### src/hsl_pkg.sv
// Shared types and constants for the HSL to RGB converter.
package hsl_pkg;

    localparam int HSL_W   = 16;    // input field width
    localparam int CHAN_W  = 8;     // output channel width
    localparam int STAGES  = 7;     // register stages in the pipeline
    localparam int CH_N    = 3;     // channel values per item: c + m, x + m, m

    localparam int CH_C    = 0;
    localparam int CH_X    = 1;
    localparam int CH_0    = 2;

    localparam int A_W     = 17;            // 1 - |2l - 1|, scaled
    localparam int T_W     = A_W + HSL_W;   // chroma product a * s

    localparam int DEG_TURN   = 360;
    localparam int DEG_SECTOR = 60;
    localparam int PCT_FULL   = 100;
    localparam int SECTORS    = 6;
    localparam int HDEG_W     = 9;          // reduced hue in degrees

    // hue / 360 as (hue * HUE_RECIP) >> HUE_RECIP_SHIFT, exact for 16-bit hue
    localparam int HUE_RECIP       = 93207;
    localparam int HUE_RECIP_W     = 17;
    localparam int HUE_RECIP_SHIFT = 25;
    localparam int Q360_W          = 8;

    // integer form: channel = floor((17 * N + 40000) / 80000)
    localparam int INT_LIGHT_K = 12000;     // 2 * 100 * 60
    localparam int INT_KL_W    = 30;
    localparam int INT_N_W     = 21;
    localparam int INT_SCALE   = 17;
    localparam int INT_ROUND   = 40000;
    localparam int INT_X_W     = 25;
    localparam int INT_PRE_SHIFT = 7;       // 80000 = 128 * 625
    localparam int INT_Y_W     = 18;

    // y / 625 as (y * SCALE_RECIP) >> SCALE_RECIP_SHIFT, exact for 18-bit y
    localparam int SCALE_RECIP       = 429497;
    localparam int SCALE_RECIP_SHIFT = 28;
    localparam int INT_P_W           = INT_Y_W + 19;
    localparam int INT_Q_W           = INT_P_W - SCALE_RECIP_SHIFT;

    localparam int FRAC_SCALE = 510;
    localparam int CHAN_MAX   = 255;

    typedef enum logic {
        KIND_INT  = 1'b0,
        KIND_FRAC = 1'b1
    } kind_t;

    typedef enum logic [2:0] {
        SEC_R_Y = 3'd0,
        SEC_Y_G = 3'd1,
        SEC_G_C = 3'd2,
        SEC_C_B = 3'd3,
        SEC_B_M = 3'd4,
        SEC_M_R = 3'd5
    } sector_t;

    typedef struct packed {
        logic [STAGES-1:0] load;
    } pipe_ctrl_t;

endpackage

### src/hsl_front.sv
// Front stages: hue reduction, clamping, chroma product and sector decode.
module hsl_front import hsl_pkg::*; #(
    parameter int FRAC_BITS = 16
) (
    input  logic                 clk,
    input  pipe_ctrl_t           ctrl,
    input  kind_t                kind,
    input  logic [HSL_W-1:0]     hue,
    input  logic [HSL_W-1:0]     saturation,
    input  logic [HSL_W-1:0]     lightness,
    output kind_t                s3_kind,
    output sector_t              s3_sector,
    output logic [FRAC_BITS:0]   s3_g,
    output logic [T_W-1:0]       s3_t,
    output logic [HSL_W-1:0]     s3_lit
);

    localparam int HMW = (FRAC_BITS < HSL_W) ? FRAC_BITS : HSL_W;
    localparam int PW  = FRAC_BITS + 3;
    localparam int GW  = FRAC_BITS + 1;
    localparam int CW  = (FRAC_BITS + 2 > 18) ? FRAC_BITS + 2 : 18;
    localparam int HPW = HSL_W + HUE_RECIP_W;
    localparam logic [CW-1:0]    FRAC_ONE_C = CW'(1) << FRAC_BITS;
    localparam logic [HSL_W-1:0] HUE_MASK   = HSL_W'((CW'(1) << HMW) - CW'(1));

    // stage 1
    logic [HPW-1:0]      hue_prod;
    logic [CW-1:0]       lim;
    logic [CW-1:0]       sat_x;
    logic [CW-1:0]       lit_x;
    logic [CW-1:0]       sat_c;
    logic [CW-1:0]       lit_c;
    logic signed [CW-1:0] diff;
    logic [CW-1:0]       mag;
    logic [CW-1:0]       a_full;
    logic [HSL_W-1:0]    hue_next;

    kind_t               s1_kind_reg;
    logic [HSL_W-1:0]    s1_hue_reg;
    logic [Q360_W-1:0]   s1_q_reg;
    logic [HSL_W-1:0]    s1_sat_reg;
    logic [HSL_W-1:0]    s1_lit_reg;
    logic [A_W-1:0]      s1_a_reg;

    always_comb
    begin
        hue_prod = HPW'(hue) * HPW'(HUE_RECIP);
        hue_next = (kind == KIND_FRAC) ? (hue & HUE_MASK) : hue;
        lim      = (kind == KIND_FRAC) ? FRAC_ONE_C : CW'(PCT_FULL);
        sat_x    = CW'(saturation);
        lit_x    = CW'(lightness);
        sat_c    = (sat_x > lim) ? lim : sat_x;
        lit_c    = (lit_x > lim) ? lim : lit_x;
        diff     = signed'(lit_c << 1) - signed'(lim);
        mag      = diff[CW-1] ? unsigned'(-diff) : unsigned'(diff);
        a_full   = lim - mag;
    end

    always_ff @(posedge clk)
    begin
        if (ctrl.load[0])
        begin
            s1_kind_reg <= kind;
            s1_hue_reg  <= hue_next;
            s1_q_reg    <= hue_prod[HUE_RECIP_SHIFT +: Q360_W];
            s1_sat_reg  <= sat_c[HSL_W-1:0];
            s1_lit_reg  <= lit_c[HSL_W-1:0];
            s1_a_reg    <= a_full[A_W-1:0];
        end
    end

    // stage 2
    logic [HSL_W-1:0]    h_full;
    logic [PW-1:0]       pos_next;
    logic [T_W-1:0]      t_next;

    kind_t               s2_kind_reg;
    logic [PW-1:0]       s2_pos_reg;
    logic [T_W-1:0]      s2_t_reg;
    logic [HSL_W-1:0]    s2_lit_reg;

    always_comb
    begin
        h_full   = s1_hue_reg - (HSL_W'(s1_q_reg) * HSL_W'(DEG_TURN));
        pos_next = (s1_kind_reg == KIND_FRAC) ?
                   PW'(s1_hue_reg[HMW-1:0]) * PW'(SECTORS) :
                   PW'(h_full[HDEG_W-1:0]);
        t_next   = T_W'(s1_a_reg) * T_W'(s1_sat_reg);
    end

    always_ff @(posedge clk)
    begin
        if (ctrl.load[1])
        begin
            s2_kind_reg <= s1_kind_reg;
            s2_pos_reg  <= pos_next;
            s2_t_reg    <= t_next;
            s2_lit_reg  <= s1_lit_reg;
        end
    end

    // stage 3
    logic [HDEG_W-1:0]   h;
    logic [HDEG_W-1:0]   h_base;
    sector_t             sec;
    logic [GW-1:0]       fnum;
    logic [GW-1:0]       dh;
    logic [GW-1:0]       g_next;

    kind_t               s3_kind_reg;
    sector_t             s3_sector_reg;
    logic [GW-1:0]       s3_g_reg;
    logic [T_W-1:0]      s3_t_reg;
    logic [HSL_W-1:0]    s3_lit_reg;

    always_comb
    begin
        h      = s2_pos_reg[HDEG_W-1:0];
        h_base = '0;
        sec    = SEC_R_Y;
        if (s2_kind_reg == KIND_FRAC)
        begin
            sec  = sector_t'(s2_pos_reg[PW-1:FRAC_BITS]);
            fnum = GW'(s2_pos_reg[FRAC_BITS-1:0]);
            dh   = GW'(1) << FRAC_BITS;
        end
        else
        begin
            priority if (h >= HDEG_W'(5 * DEG_SECTOR))
            begin
                sec    = SEC_M_R;
                h_base = HDEG_W'(5 * DEG_SECTOR);
            end
            else if (h >= HDEG_W'(4 * DEG_SECTOR))
            begin
                sec    = SEC_B_M;
                h_base = HDEG_W'(4 * DEG_SECTOR);
            end
            else if (h >= HDEG_W'(3 * DEG_SECTOR))
            begin
                sec    = SEC_C_B;
                h_base = HDEG_W'(3 * DEG_SECTOR);
            end
            else if (h >= HDEG_W'(2 * DEG_SECTOR))
            begin
                sec    = SEC_G_C;
                h_base = HDEG_W'(2 * DEG_SECTOR);
            end
            else if (h >= HDEG_W'(DEG_SECTOR))
            begin
                sec    = SEC_Y_G;
                h_base = HDEG_W'(DEG_SECTOR);
            end
            else
            begin
                sec    = SEC_R_Y;
                h_base = '0;
            end
            fnum = GW'(h - h_base);
            dh   = GW'(DEG_SECTOR);
        end
        // odd sectors run the secondary component downhill
        if (sec == SEC_Y_G || sec == SEC_C_B || sec == SEC_M_R)
        begin
            g_next = dh - fnum;
        end
        else
        begin
            g_next = fnum;
        end
    end

    always_ff @(posedge clk)
    begin
        if (ctrl.load[2])
        begin
            s3_kind_reg   <= s2_kind_reg;
            s3_sector_reg <= sec;
            s3_g_reg      <= g_next;
            s3_t_reg      <= s2_t_reg;
            s3_lit_reg    <= s2_lit_reg;
        end
    end

    assign s3_kind   = s3_kind_reg;
    assign s3_sector = s3_sector_reg;
    assign s3_g      = s3_g_reg;
    assign s3_t      = s3_t_reg;
    assign s3_lit    = s3_lit_reg;

endmodule

### config.mk
export PLATFORM = sky130hd
export DESIGN_NAME = hsl_front
export DESIGN_NICKNAME = d
export VERILOG_FILES = /design/src/hsl_pkg.sv /design/src/hsl_front.sv
export SDC_FILE = /design/constraint.sdc
export NUM_CORES = 1
export LEC_CHECK = 0
export BUFFER_PORTS_ARGS = -buffer_cell sky130_fd_sc_hd__buf_4
export CAP_MARGIN = 20
export CORE_MARGIN = 10
export CORE_UTILIZATION = 41
export CTS_CLUSTER_DIAMETER = 200
export DETAILED_ROUTE_END_ITERATION = 10
export PLACE_DENSITY = 0.63
export SYNTH_ARGS = -nofsm -noshare
export SYNTH_HDL_FRONTEND = slang
export SYNTH_SLANG_ARGS = --single-unit
### constraint.sdc
create_clock -name clk -period 7.4 [get_ports clk]
set_input_delay 1.11 -clock clk [delete_from_list [all_inputs] [get_ports clk]]
set_output_delay 1.11 -clock clk [all_outputs]
set_load 0.005 [all_outputs]
Word-level counts from Yosys, hierarchy flattened
Cells that the tools add are included.
{ "op_classes": {"add_sub_neg": 6, "multipliers": 4, "div": 0, "magnitude_cmp": 7, "eq_ne": 3, "shifts": 0, "mux": 20, "bitwise": 0, "reduce_logical": 2} }
{ "op_table": {"columns": ["cell", "n"], "rows": [
  ["17-bit 2-to-1 mux", 6],
  ["16-bit by 17-bit greater-than comparator with 1-bit output", 2],
  ["17-bit subtractor", 2],
  ["16-bit by 17-bit multiplier with 33-bit output (second input constant)", 1],
  ["17-bit by 16-bit multiplier with 33-bit output", 1],
  ["9-bit 2-to-1 mux", 3],
  ["9-bit by 8-bit greater-or-equal comparator with 1-bit output (second input constant)", 2],
  ["16-bit by 2-bit multiplier with 18-bit output (second input constant)", 1],
  ["18-bit subtractor", 1],
  ["17-bit negation", 1],
  ["16-bit 2-to-1 mux", 1],
  ["8-bit 2-to-1 mux", 2],
  ["9-bit by 9-bit subtractor with 10-bit output", 1],
  ["9-bit by 6-bit greater-or-equal comparator with 1-bit output (second input constant)", 1],
  ["9-bit by 7-bit greater-or-equal comparator with 1-bit output (second input constant)", 1],
  ["9-bit greater-or-equal comparator (second input constant)", 1],
  ["3-bit 2-to-1 mux", 3],
  ["9-bit subtractor", 1],
  ["8-bit by 6-bit multiplier with 6-bit output (second input constant)", 1],
  ["7-bit 2-to-1 mux", 1],
  ["6-bit 2-to-1 mux", 1],
  ["2-bit 2-to-1 mux", 2],
  ["3-bit by 1-bit equality test with 1-bit output (second input constant)", 1],
  ["3-bit by 2-bit equality test with 1-bit output (second input constant)", 1],
  ["other kinds (3)", 4]
]} }
{ "word_totals": {"reg_bits": 213, "latchBits": 0, "mem_bits_rw": 0, "romBits": 0, "out_inout_bits": 70, "word_cells": 59, "memories": 0} }

Logic depth before layout (Yosys ltp)
Gate-level depths: netlist of run 1.
{ "depth": {"depth_word": 11, "depth_mapped": 25, "ltp_nobuf": 25} }

Worst setup path after synthesis of run 1
No wires, ideal clock.
{ "synth_timing": {"path_kind": "input -> register", "from": "in kind", "to": "reg s1_a_reg[14] (data pin)", "setup_time_ns": 0.267, "arrival_ns": 6.615, "path_slack_ns": 0.519, "stages": 25, "path_buffers": 4, "path_cell_list": "clkbuf_1 > clkbuf_1 > inv_1 > ha_1 > and4bb_1 > a31oi_2 > a21oi_1 > clkbuf_1 > and2_1 > ha_1 > o21ai_1 > a22oi_1 > nor4_4 > a21o_2 > clkbuf_1 > nand2_1 > xor2_1 > ha_1 > nand2_1 > a211o_1 > a21o_1 > a2bb2oi_4 > a311oi_1 > a311o_1 > xor2_1"} }
{ "synth_between": {"elab_chain_cells": 7} }
{ "synth_lines": {"columns": ["element", "line", "text"], "rows": [
  ["start: declaration", "hsl_front.sv:7", "input kind_t kind,"],
  ["17-bit 2-to-1 mux *", "hsl_front.sv:49", "lim = (kind == KIND_FRAC) ? FRAC_ONE_C : CW'(PCT_FULL);"],
  ["16-bit by 17-bit greater-than comparator with 1-bit output *", "hsl_front.sv:53", "lit_c = (lit_x > lim) ? lim : lit_x;"],
  ["17-bit 2-to-1 mux *", "hsl_front.sv:53", null],
  ["via lit_c[4]", "hsl_front.sv:32", "logic [CW-1:0] lit_c;"],
  ["18-bit subtractor *", "hsl_front.sv:54", "diff = signed'(lit_c << 1) - signed'(lim);"],
  ["17-bit negation", "hsl_front.sv:55", "mag = diff[CW-1] ? unsigned'(-diff) : unsigned'(diff);"],
  ["17-bit 2-to-1 mux *", "hsl_front.sv:55", null],
  ["17-bit subtractor *", "hsl_front.sv:56", "a_full = lim - mag;"],
  ["via a_full[14]", "hsl_front.sv:35", "logic [CW-1:0] a_full;"],
  ["end signal: assignment", "hsl_front.sv:68", "s1_a_reg <= a_full[A_W-1:0];"],
  ["end: declaration", "hsl_front.sv:43", "logic [A_W-1:0] s1_a_reg;"]
]} }
Mark *: on every way through the listed nets, which the timed path passes. The rest lies on a longest branch.
A chain may end at the register's enable or synchronous reset.

Worst setup path in the final report of run 1
{ "layout_timing": {"from": "reg s1_a_reg[5]", "to": "reg s2_t_reg[32] (data pin)"} }
{ "layout_between": {"elab_chain_cells": 1} }
{ "layout_lines": {"columns": ["element", "line", "text"], "rows": [
  ["17-bit by 16-bit multiplier with 33-bit output", "hsl_front.sv:88", "t_next = T_W'(s1_a_reg) * T_W'(s1_sat_reg);"],
  ["via t_next[32]", "hsl_front.sv:75", "logic [T_W-1:0] t_next;"],
  ["end signal: assignment", "hsl_front.sv:97", "s2_t_reg <= t_next;"],
  ["end: declaration", "hsl_front.sv:79", "logic [T_W-1:0] s2_t_reg;"]
]} }
The timed path passes the listed nets, and every way through them passes these cells.

==> results of run 1 <==
[Yosys cell counts (13+ instances only)]
master	count	share of area [%]
sky130_fd_sc_hd__edfxtp_1	207	27
sky130_fd_sc_hd__nor2b_1	23	0.63
sky130_fd_sc_hd__a21oi_1	67	1.5
sky130_fd_sc_hd__o21bai_1	13	0.43
sky130_fd_sc_hd__nand3_1	17	0.37
sky130_fd_sc_hd__nand2b_1	14	0.38
sky130_fd_sc_hd__nand2_1	224	3.7
sky130_fd_sc_hd__xnor2_1	74	2.8
sky130_fd_sc_hd__fa_1	281	25
sky130_fd_sc_hd__and2_1	132	3.6
sky130_fd_sc_hd__ha_1	290	16
sky130_fd_sc_hd__o21ai_0	51	1.1
sky130_fd_sc_hd__inv_1	422	6.9
sky130_fd_sc_hd__nor3_1	23	0.50
sky130_fd_sc_hd__clkbuf_1	47	0.77
sky130_fd_sc_hd__xor2_1	23	0.88
sky130_fd_sc_hd__a21o_1	35	1.2
sky130_fd_sc_hd__nor2_1	55	0.91
[worst reg2reg max path: stages (launching register included)]
cell                       delay, ns
sky130_fd_sc_hd__edfxtp_1       0.61
sky130_fd_sc_hd__buf_4          0.27
sky130_fd_sc_hd__and2_1         0.17
sky130_fd_sc_hd__fa_1           0.53
sky130_fd_sc_hd__inv_1          0.05
sky130_fd_sc_hd__fa_1           0.53
sky130_fd_sc_hd__inv_1          0.05
sky130_fd_sc_hd__fa_1           0.42
sky130_fd_sc_hd__fa_1           0.54
sky130_fd_sc_hd__inv_1          0.05
sky130_fd_sc_hd__fa_1           0.47
sky130_fd_sc_hd__inv_1          0.05
sky130_fd_sc_hd__fa_1           0.48
sky130_fd_sc_hd__ha_1           0.39
sky130_fd_sc_hd__a21o_1         0.14
sky130_fd_sc_hd__a21oi_1        0.06
sky130_fd_sc_hd__nor2b_1        0.20
sky130_fd_sc_hd__nor2_1         0.10
sky130_fd_sc_hd__o21ai_0        0.17
sky130_fd_sc_hd__a211oi_1       0.07
sky130_fd_sc_hd__buf_4          0.18
sky130_fd_sc_hd__nor3_1         0.24
sky130_fd_sc_hd__a211oi_1       0.08
sky130_fd_sc_hd__buf_4          0.15
sky130_fd_sc_hd__o21ai_0        0.39
sky130_fd_sc_hd__and4_1         0.25
sky130_fd_sc_hd__nor3_1         0.05
[cell type report]
type                    instances  area [um^2]
multi-input cells            1493        14800
flip-flops and latches        207         6220
repair buffers                164         1230
fillers                      5211        29600
inverters                     423         1590
well taps                     748          936
clock buffers                  30          644
clock inverters                13          104
[cells in the final DEF (no fill, tap or decap), drive strengths merged, types with 55 or more instances in the layout]
cell and instances:
edfxtp 207, o21ai 58, a21oi 68, buf 164
and2 132, fa 281, nor2 55, nand2 224
xnor2 74, inv 424, ha 290
[stage by stage]
stage | util [%] | hold WS [ns] | setup slack [ns] | instance area [um^2]
2_1_floorplan | - | 0.400 | 0.519 | 22800
3_3_place_gp | 44.9 | 0.401 | 0.372 | 24800
3_5_place_dp | 44.9 | 0.405 | 0.289 | 24800
4_1_cts | 46.3 | 0.418 | 0.271 | 25500
5_1_grt | 46.3 | 0.418 | 0.00894 | 25500
6_report | 46.3 | 0.416 | 0.435 | 25500
[logic make-up (layout without fill, tap and decap cells)]
logic type,after synthesis,in the layout,synth area share [%]
multiplexers,11,11,0.483
other,1,1,0.0164
buffers and inverters,474,630,7.83
flip-flops,207,207,27.3
AND/OR/NAND/NOR,555,555,12.4
AO/OA/AOI/OAI,258,258,7.73
XOR/XNOR,97,97,3.73
adder cells (fa/ha/maj),571,571,40.6
[how the worst max path moves through the flow]
stage              startpoint           end  slack [ns]  depth (start not counted)
4_1_cts        s1_sat_reg[11]  s2_t_reg[26]        0.27                         23
5_1_grt           s1_a_reg[5]  s2_t_reg[26]       0.009                         25
6_report          s1_a_reg[5]  s2_t_reg[32]        0.43                         26
3_5_place_dp   s1_sat_reg[11]  s2_t_reg[26]        0.29                         23
2_1_floorplan            kind  s1_a_reg[14]        0.52                         25
3_3_place_gp   s1_sat_reg[11]  s2_t_reg[26]        0.37                         23
[layer usage]
metal | GRT usage (%) | up-vias | share of wire (%)
li1 | - | 7380 | -
met1 | 20.7 | 7581 | 45
met2 | 25.2 | 376 | 45
met3 | 3.46 | 82 | 6.5
met4 | 4.05 | 0 | 2.7
met5 | 0 | - | 0
[timing repair]
action | in CTS | in global routing
gates resized for setup | 0 | 1
setup endpoints to repair | 0 | 2
buffers inserted | 0 | 2
hold endpoints to repair | 0 | 0
==> results, run 1 <==
- The run finished with clean final reports.
- The combined global-route utilization of all metal layers is 15.5%.
- The worst hold path stage count is 0.
- The die boundary width is 256 um.
- The data arrival time of the critical path is 7.24 ns.
- The worst register-to-register path begins at s1_a_reg[5].
- The first-pass iteration count of the detailed router is 5.
- The worst hold path terminates at s2_lit_reg[15].
- The via count is 15419.
- In this run the tightest slew margin relative to its limit is 35.8%.
- The first global-routing pass estimated 84.2 mm of wire.
- The starting density of the core is 41.4%.
- The worst hold path startpoint is s1_lit_reg[15].
- The classification of the worst-slack hold path is flip-flop to flip-flop.
- The total grt overflow is 0.
- Summed over all nets, the half-perimeter wirelength after detailed placement is 41.9 mm.
- In this run the critical register-to-register path is captured at s2_t_reg[32].
- The detailed-route wire length per cell is 16.5 um.
- The area of the core region is 0.0551 mm^2.
- The row count is 86.
- The most frequently used flop master after synthesis is sky130_fd_sc_hd__edfxtp_1.
- STA classifies the critical path endpoint as a flip-flop.
- The synthesized instance count is 2174.
- After synthesis, the netlist uses 82 different library cells.
- The synthesis-stage register bit count is 207.
- Using the TritonRoute via totals, the vias-per-cell ratio works out to 5.01.
- The dominant delay contributor by cell family on the critical path is adder cells.
- The number of buffers between clock root and the deepest sink is 3.
- The number of global-route vias before repair was 16513.
- The peak clock frequency supported by timing is 144 MHz.
- Cells with a size suffix above 1 make up 9.57% of the layout.
- The kind of start point of the critical path is a flip-flop.
- The total I/O pin count is 127.
- Counting the buffers created by CTS gives 25.
- The critical path contains buffers and inverters numbering 7 combined.
- The largest fanout on the critical path is 10.
- The post-layout net count is 2942.
- Clock tree synthesis selected as its root buffer the cell sky130_fd_sc_hd__clkbuf_16.
- The clock network latency to the later pin of the worst-skew pair is 0.53 ns.
- The number of hold-slack violations in the final timing report is 0.
- The initial antenna violation count was 0.
- The placed instance count is 3033.
- Entering global routing, the biggest net connects 71 pins.
- The H-tree level count is 1.
- Among all stages on the critical path, the largest delay is contributed by sky130_fd_sc_hd__edfxtp_1.
- The largest single stage delay on the critical path is 0.61 ns.
- At the pin with the least slew margin, the transition time is 0.957 ns.
- The sum of routed wire length over all layers is 50.7 mm.
- The reg2reg setup slack is 0.43 ns.
- The remaining number of nets flagged by the antenna check after routing is 0.
- The count of clock tree sinks is 207.
- Data on the critical path is required at its endpoint by 7.68 ns.
- For the final database, setup skew stands at 0.0148 ns.
- The floorplan die height is 256 um.
- The average instance in the mapped netlist occupies 10.5 um^2.
- In this run the tool buffered the top-level ports with 121 buffer cells.
- The share of flip-flops with an asynchronous set or reset after synthesis is 0%.
- The post-synthesis cell area is 0.0228 mm^2.
- Setup repair after global routing left no endpoint under its margin.
- The number of enable-type register cells in the synthesized netlist is 207.
- Sequential elements use 27.3% of the synthesized area.
- The area growth from synthesis to layout is 11.9%.
- During synthesis, Yosys emitted a total of 0 warnings.
- The floorplan step defined a die boundary enclosing 0.0654 mm^2.
- The final-report setup violation count is 0.
- The tool flagged a number of max-cap violations equal to 0.
- Buffers inserted to repair hold after CTS numbered 0.
- Once layout is complete, the cells apart from fillers number 3078.
- The number of pins exceeding their max-slew limit in the final report is 0.
- The post-layout minimum cycle time is 6.97 ns.
- Summed over all failing endpoints, the final setup total negative slack is 0 ns.
- TritonCTS built the clock tree.
- At the end of routability-driven placement, the weighted congestion stood at 0.888.
- The register clock-pin slew on the reported worst setup and hold paths is 0.06 ns.
- The worst setup path is of the flip-flop to flip-flop kind.
- The number of design-rule violations left by the first detailed-router iteration is 856.
- Among the stages of the critical path, the cell type that occurs most often is sky130_fd_sc_hd__fa_1.
- The worst register-to-register path has a depth of 26.
- Synthesis produced a netlist with a net count of 2802.
- Dividing the final minimum period by the clock period gives 94.1%.
- The number of antenna diodes in the final layout is 0.
- For this run, design rule violations remaining after detail routing come to 0.
Power of run 1 is left out: the tool's default activity adds up to more than one toggle a clock period on the data nets, which glitch-free logic cannot reach.
==> inputs of run 2 (changes only) <==
--- a/config.mk
+++ b/config.mk
@@ -8,10 +8,10 @@
 export BUFFER_PORTS_ARGS = -buffer_cell sky130_fd_sc_hd__buf_4
 export CAP_MARGIN = 20
 export CORE_MARGIN = 10
-export CORE_UTILIZATION = 41
+export CORE_UTILIZATION = 50
 export CTS_CLUSTER_DIAMETER = 200
 export DETAILED_ROUTE_END_ITERATION = 10
-export PLACE_DENSITY = 0.63
+export PLACE_DENSITY = 0.73
 export SYNTH_ARGS = -nofsm -noshare
 export SYNTH_HDL_FRONTEND = slang
 export SYNTH_SLANG_ARGS = --single-unit
==> constraint.sdc (replaced) <==
create_clock -name clk -period 7.4 [get_ports clk]
set_input_delay 1.11 -clock clk [delete_from_list [all_inputs] [get_ports clk]]
set_output_delay 1.11 -clock clk [all_outputs]
set_load 0.1 [all_outputs]
==> run 2 against run 1 <==
  * Via count is 1.3% higher
  * Utilization increased by 9.7 points
  * Global-route usage is 3.2 points higher
  * Design area down 0.83%
  * Sequential share of layout area is 0.20 points higher
  * Register-to-register slack better by 0.03 ns
  * Non-clock buffer count down 4
  * Count of clock-buffer cells in the layout is 4 lower
  * Setup slack improved by 0.025 ns
  * Critical path type unchanged
  * Critical endpoint unchanged
==> results, run 2 (synthesis results as in run 1) <==
- The number of DRC violations after detailed routing came to 0 (unchanged).
- The core occupancy in the finished layout is 56.0% (was 46.3%).
- The combined global-route utilization of all metal layers is 18.7% (was 15.5%).
- The worst hold path startpoint was s2_lit_reg[5] (was s1_lit_reg[15]).
- The clock tree from TritonCTS is done (unchanged).
- The classification of the worst-slack hold path is flip-flop to flip-flop (unchanged).
- The final worst-path cycle share is 93.8% (was 94.1%).
- The number of global-route vias before repair is 16439 (was 16513).
- The die area came to 0.0545 mm^2 (was 0.0654 mm^2).
- The setup TNS came to 0 ns (unchanged).
- The floorplan die height is 234 um (was 256 um).
- The number of vias per cell after detailed routing came to 5.34 (was 5.01).
- The category of the critical setup timing path is flip-flop to flip-flop (unchanged).
- The required time at the worst-slack endpoint came to 7.77 ns (was 7.68 ns).
- The pin count of the biggest net entering global routing is 71 (unchanged).
- The met3 track utilization from global routing was 3.11% (was 3.46%).
- The flip-flop and latch area is 0.00622 mm^2 (unchanged).
- The die boundary width is 234 um (was 256 um).
- The post-layout net count is 2936 (was 2942).
- The number of setup buffers added after CTS is 0 (unchanged).
- The final setup skew is 0.0453 ns (was 0.0148 ns).
- The multi-input combinational cell area was 0.0148 mm^2 (about the same).
- The first-pass GRT wire length is 82.8 mm (was 84.2 mm).
- The quantity of gates resized following cts is 0 (unchanged).
- The quantity of hold-fixing buffers added after cts is 0 (unchanged).
- The number of pins exceeding their max-slew limit in the final report was 0 (unchanged).
- The fraction of layout instances using a drive strength above 1 is 9.46% (was 9.57%).
- The clock network latency to the later pin of the worst-skew pair was 0.56 ns (was 0.53 ns).
- The post-layout minimum cycle time is 6.94 ns (was 6.97 ns).
- The routability-driven placement congestion ratio is 0.920 (was 0.888).
- The number of diodes added for antenna fixing is 0 (unchanged).
- The worst hold path stage count came to 0 (unchanged).
- The count of filler cells inserted in the layout is 3813 (was 5211).
- The via count is 15613 (was 15419).
- The critical register-to-register path startpoint is s1_a_reg[3] (was s1_a_reg[5]).
- The count of placed standard cells in the final layout, fillers left out is 2925 (was 3078).
- The number of design-rule violations left by the first detailed-router iteration is 942 (was 856).
- Commonest cells after routing, fill and taps aside: sky130_fd_sc_hd__inv_1, sky130_fd_sc_hd__ha_1, sky130_fd_sc_hd__fa_1, sky130_fd_sc_hd__nand2_1, sky130_fd_sc_hd__edfxtp_1 (unchanged).
- The initial antenna violation count is 0 (unchanged).
- The kind of start point of the critical path is a flip-flop (unchanged).
- The remaining number of nets flagged by the antenna check after routing came to 0 (unchanged).
- Outcome: completed (unchanged).
- The starting density of the core is 50.5% (was 41.4%).
- The H-tree level count came to 1 (unchanged).
- The area growth from synthesis to layout is 11.0% (was 11.9%).
- The buffer cell driving the clock tree root is sky130_fd_sc_hd__clkbuf_16 (unchanged).
- The final-report setup violation count is 0 (unchanged).
- The cell depth of the worst flop-to-flop path was 23 (was 26).
- The critical path launch point is s1_a_reg[3] (was s1_a_reg[5]).
- The register clock-pin slew on the reported worst setup and hold paths is 0.06 ns (about the same).
- RSZ-0062 raised after global routing: false (unchanged).
- The CTS buffer count is 23 (was 25).
- The total grt overflow came to 0 (unchanged).
- The largest fanout on the critical path is 9 (was 10).
- The data arrival time of the critical path is 7.31 ns (was 7.24 ns).
- The row count is 78 (was 86).
- The first-pass iteration count of the detailed router is 5 (unchanged).
- The worst slack on hold paths is 0.416 ns (about the same).
- The most common library cell in the layout ignoring fill and taps is sky130_fd_sc_hd__inv_1 (unchanged).
- The kind of end point of the critical path is a flip-flop (unchanged).
- The placed wire-length estimate is 40.9 mm (was 41.9 mm).
- The count of buffers from port buffering is 121 (unchanged).
- The placed instance count is 2881 (was 3033).
- The number of hold-slack violations in the final timing report was 0 (unchanged).
- The slew of the pin with the lowest slew margin is 0.957 ns (about the same).
- The peak clock frequency supported by timing is 144 MHz (about the same).
- The count of clock tree sinks is 207 (unchanged).
- The area of the core region came to 0.0452 mm^2 (was 0.0551 mm^2).
- The reported max-cap violation count is 0 (unchanged).
- The most crowded layer after global routing is met2 (unchanged).
- The met2 usage in global routing is 31.3% (was 25.2%).
- The number of buffers between clock root and the deepest sink is 3 (unchanged).
- The sum of routed wire length over all layers is 49.8 mm (was 50.7 mm).
- The met1 global-route usage came to 24.9% (was 20.7%).
- The headroom to the max-slew limit came to 36.2% (was 35.8%).
- The detailed-route wire length per cell is 17.0 um (was 16.5 um).
- The total I/O pin count came to 127 (unchanged).
==> run 2: area by class of cell <==
type,instances,share of cell area (%)
Clock buffer,26,2.32
Clock inverter,16,0.608
Inverter,423,6.27
Multi-Input combinational cell,1493,58.5
Sequential cell,207,24.6
Tap cell,600,2.97
Timing Repair Buffer,160,4.80
==> run 2: worst paths after layout <==
check | to | slack (ns)
worst max-delay path | s2_t_reg[32] | 0.46
worst max register to register | s2_t_reg[32] | 0.46
worst min-delay path | s3_lit[5] | 0.42
worst min register to register | s3_lit[5] | 0.42
==> run 2: routing by layer <==
metal / routed length [um] / up-vias
met2: 23400 / 433
met5: 0 / -
li1: - / 7377
met1: 22000 / 7719
met4: 1190 / 0
met3: 3280 / 84
==> run 2: worst max-delay path, cell delays in order, from the launching register on <==
cell	delay [ns]
sky130_fd_sc_hd__edfxtp_1	0.61
sky130_fd_sc_hd__buf_4	0.25
sky130_fd_sc_hd__nand2_1	0.08
sky130_fd_sc_hd__fa_1	0.53
sky130_fd_sc_hd__inv_1	0.06
sky130_fd_sc_hd__fa_1	0.53
sky130_fd_sc_hd__inv_1	0.05
sky130_fd_sc_hd__fa_1	0.53
sky130_fd_sc_hd__inv_1	0.06
sky130_fd_sc_hd__fa_1	0.53
sky130_fd_sc_hd__inv_1	0.05
sky130_fd_sc_hd__fa_1	0.53
sky130_fd_sc_hd__inv_1	0.06
sky130_fd_sc_hd__fa_1	0.53
sky130_fd_sc_hd__ha_1	0.36
sky130_fd_sc_hd__and4_1	0.23
sky130_fd_sc_hd__and3_1	0.20
sky130_fd_sc_hd__a211oi_1	0.25
sky130_fd_sc_hd__buf_4	0.19
sky130_fd_sc_hd__nor3_1	0.06
sky130_fd_sc_hd__a211oi_1	0.34
sky130_fd_sc_hd__o21ai_0	0.27
sky130_fd_sc_hd__and4_1	0.27
sky130_fd_sc_hd__nor3_1	0.21
==> run 2: through the flow <==
stage / instance area [um^2] / setup slack [ns]
final: 25300 / 0.460
after global routing: 25300 / 0.0672
after floorplan: 22800 / 0.519
after detailed placement: 24500 / 0.365
after global placement: 24500 / 0.469
after CTS: 25300 / 0.339
Power of run 2 is left out for the same reason.
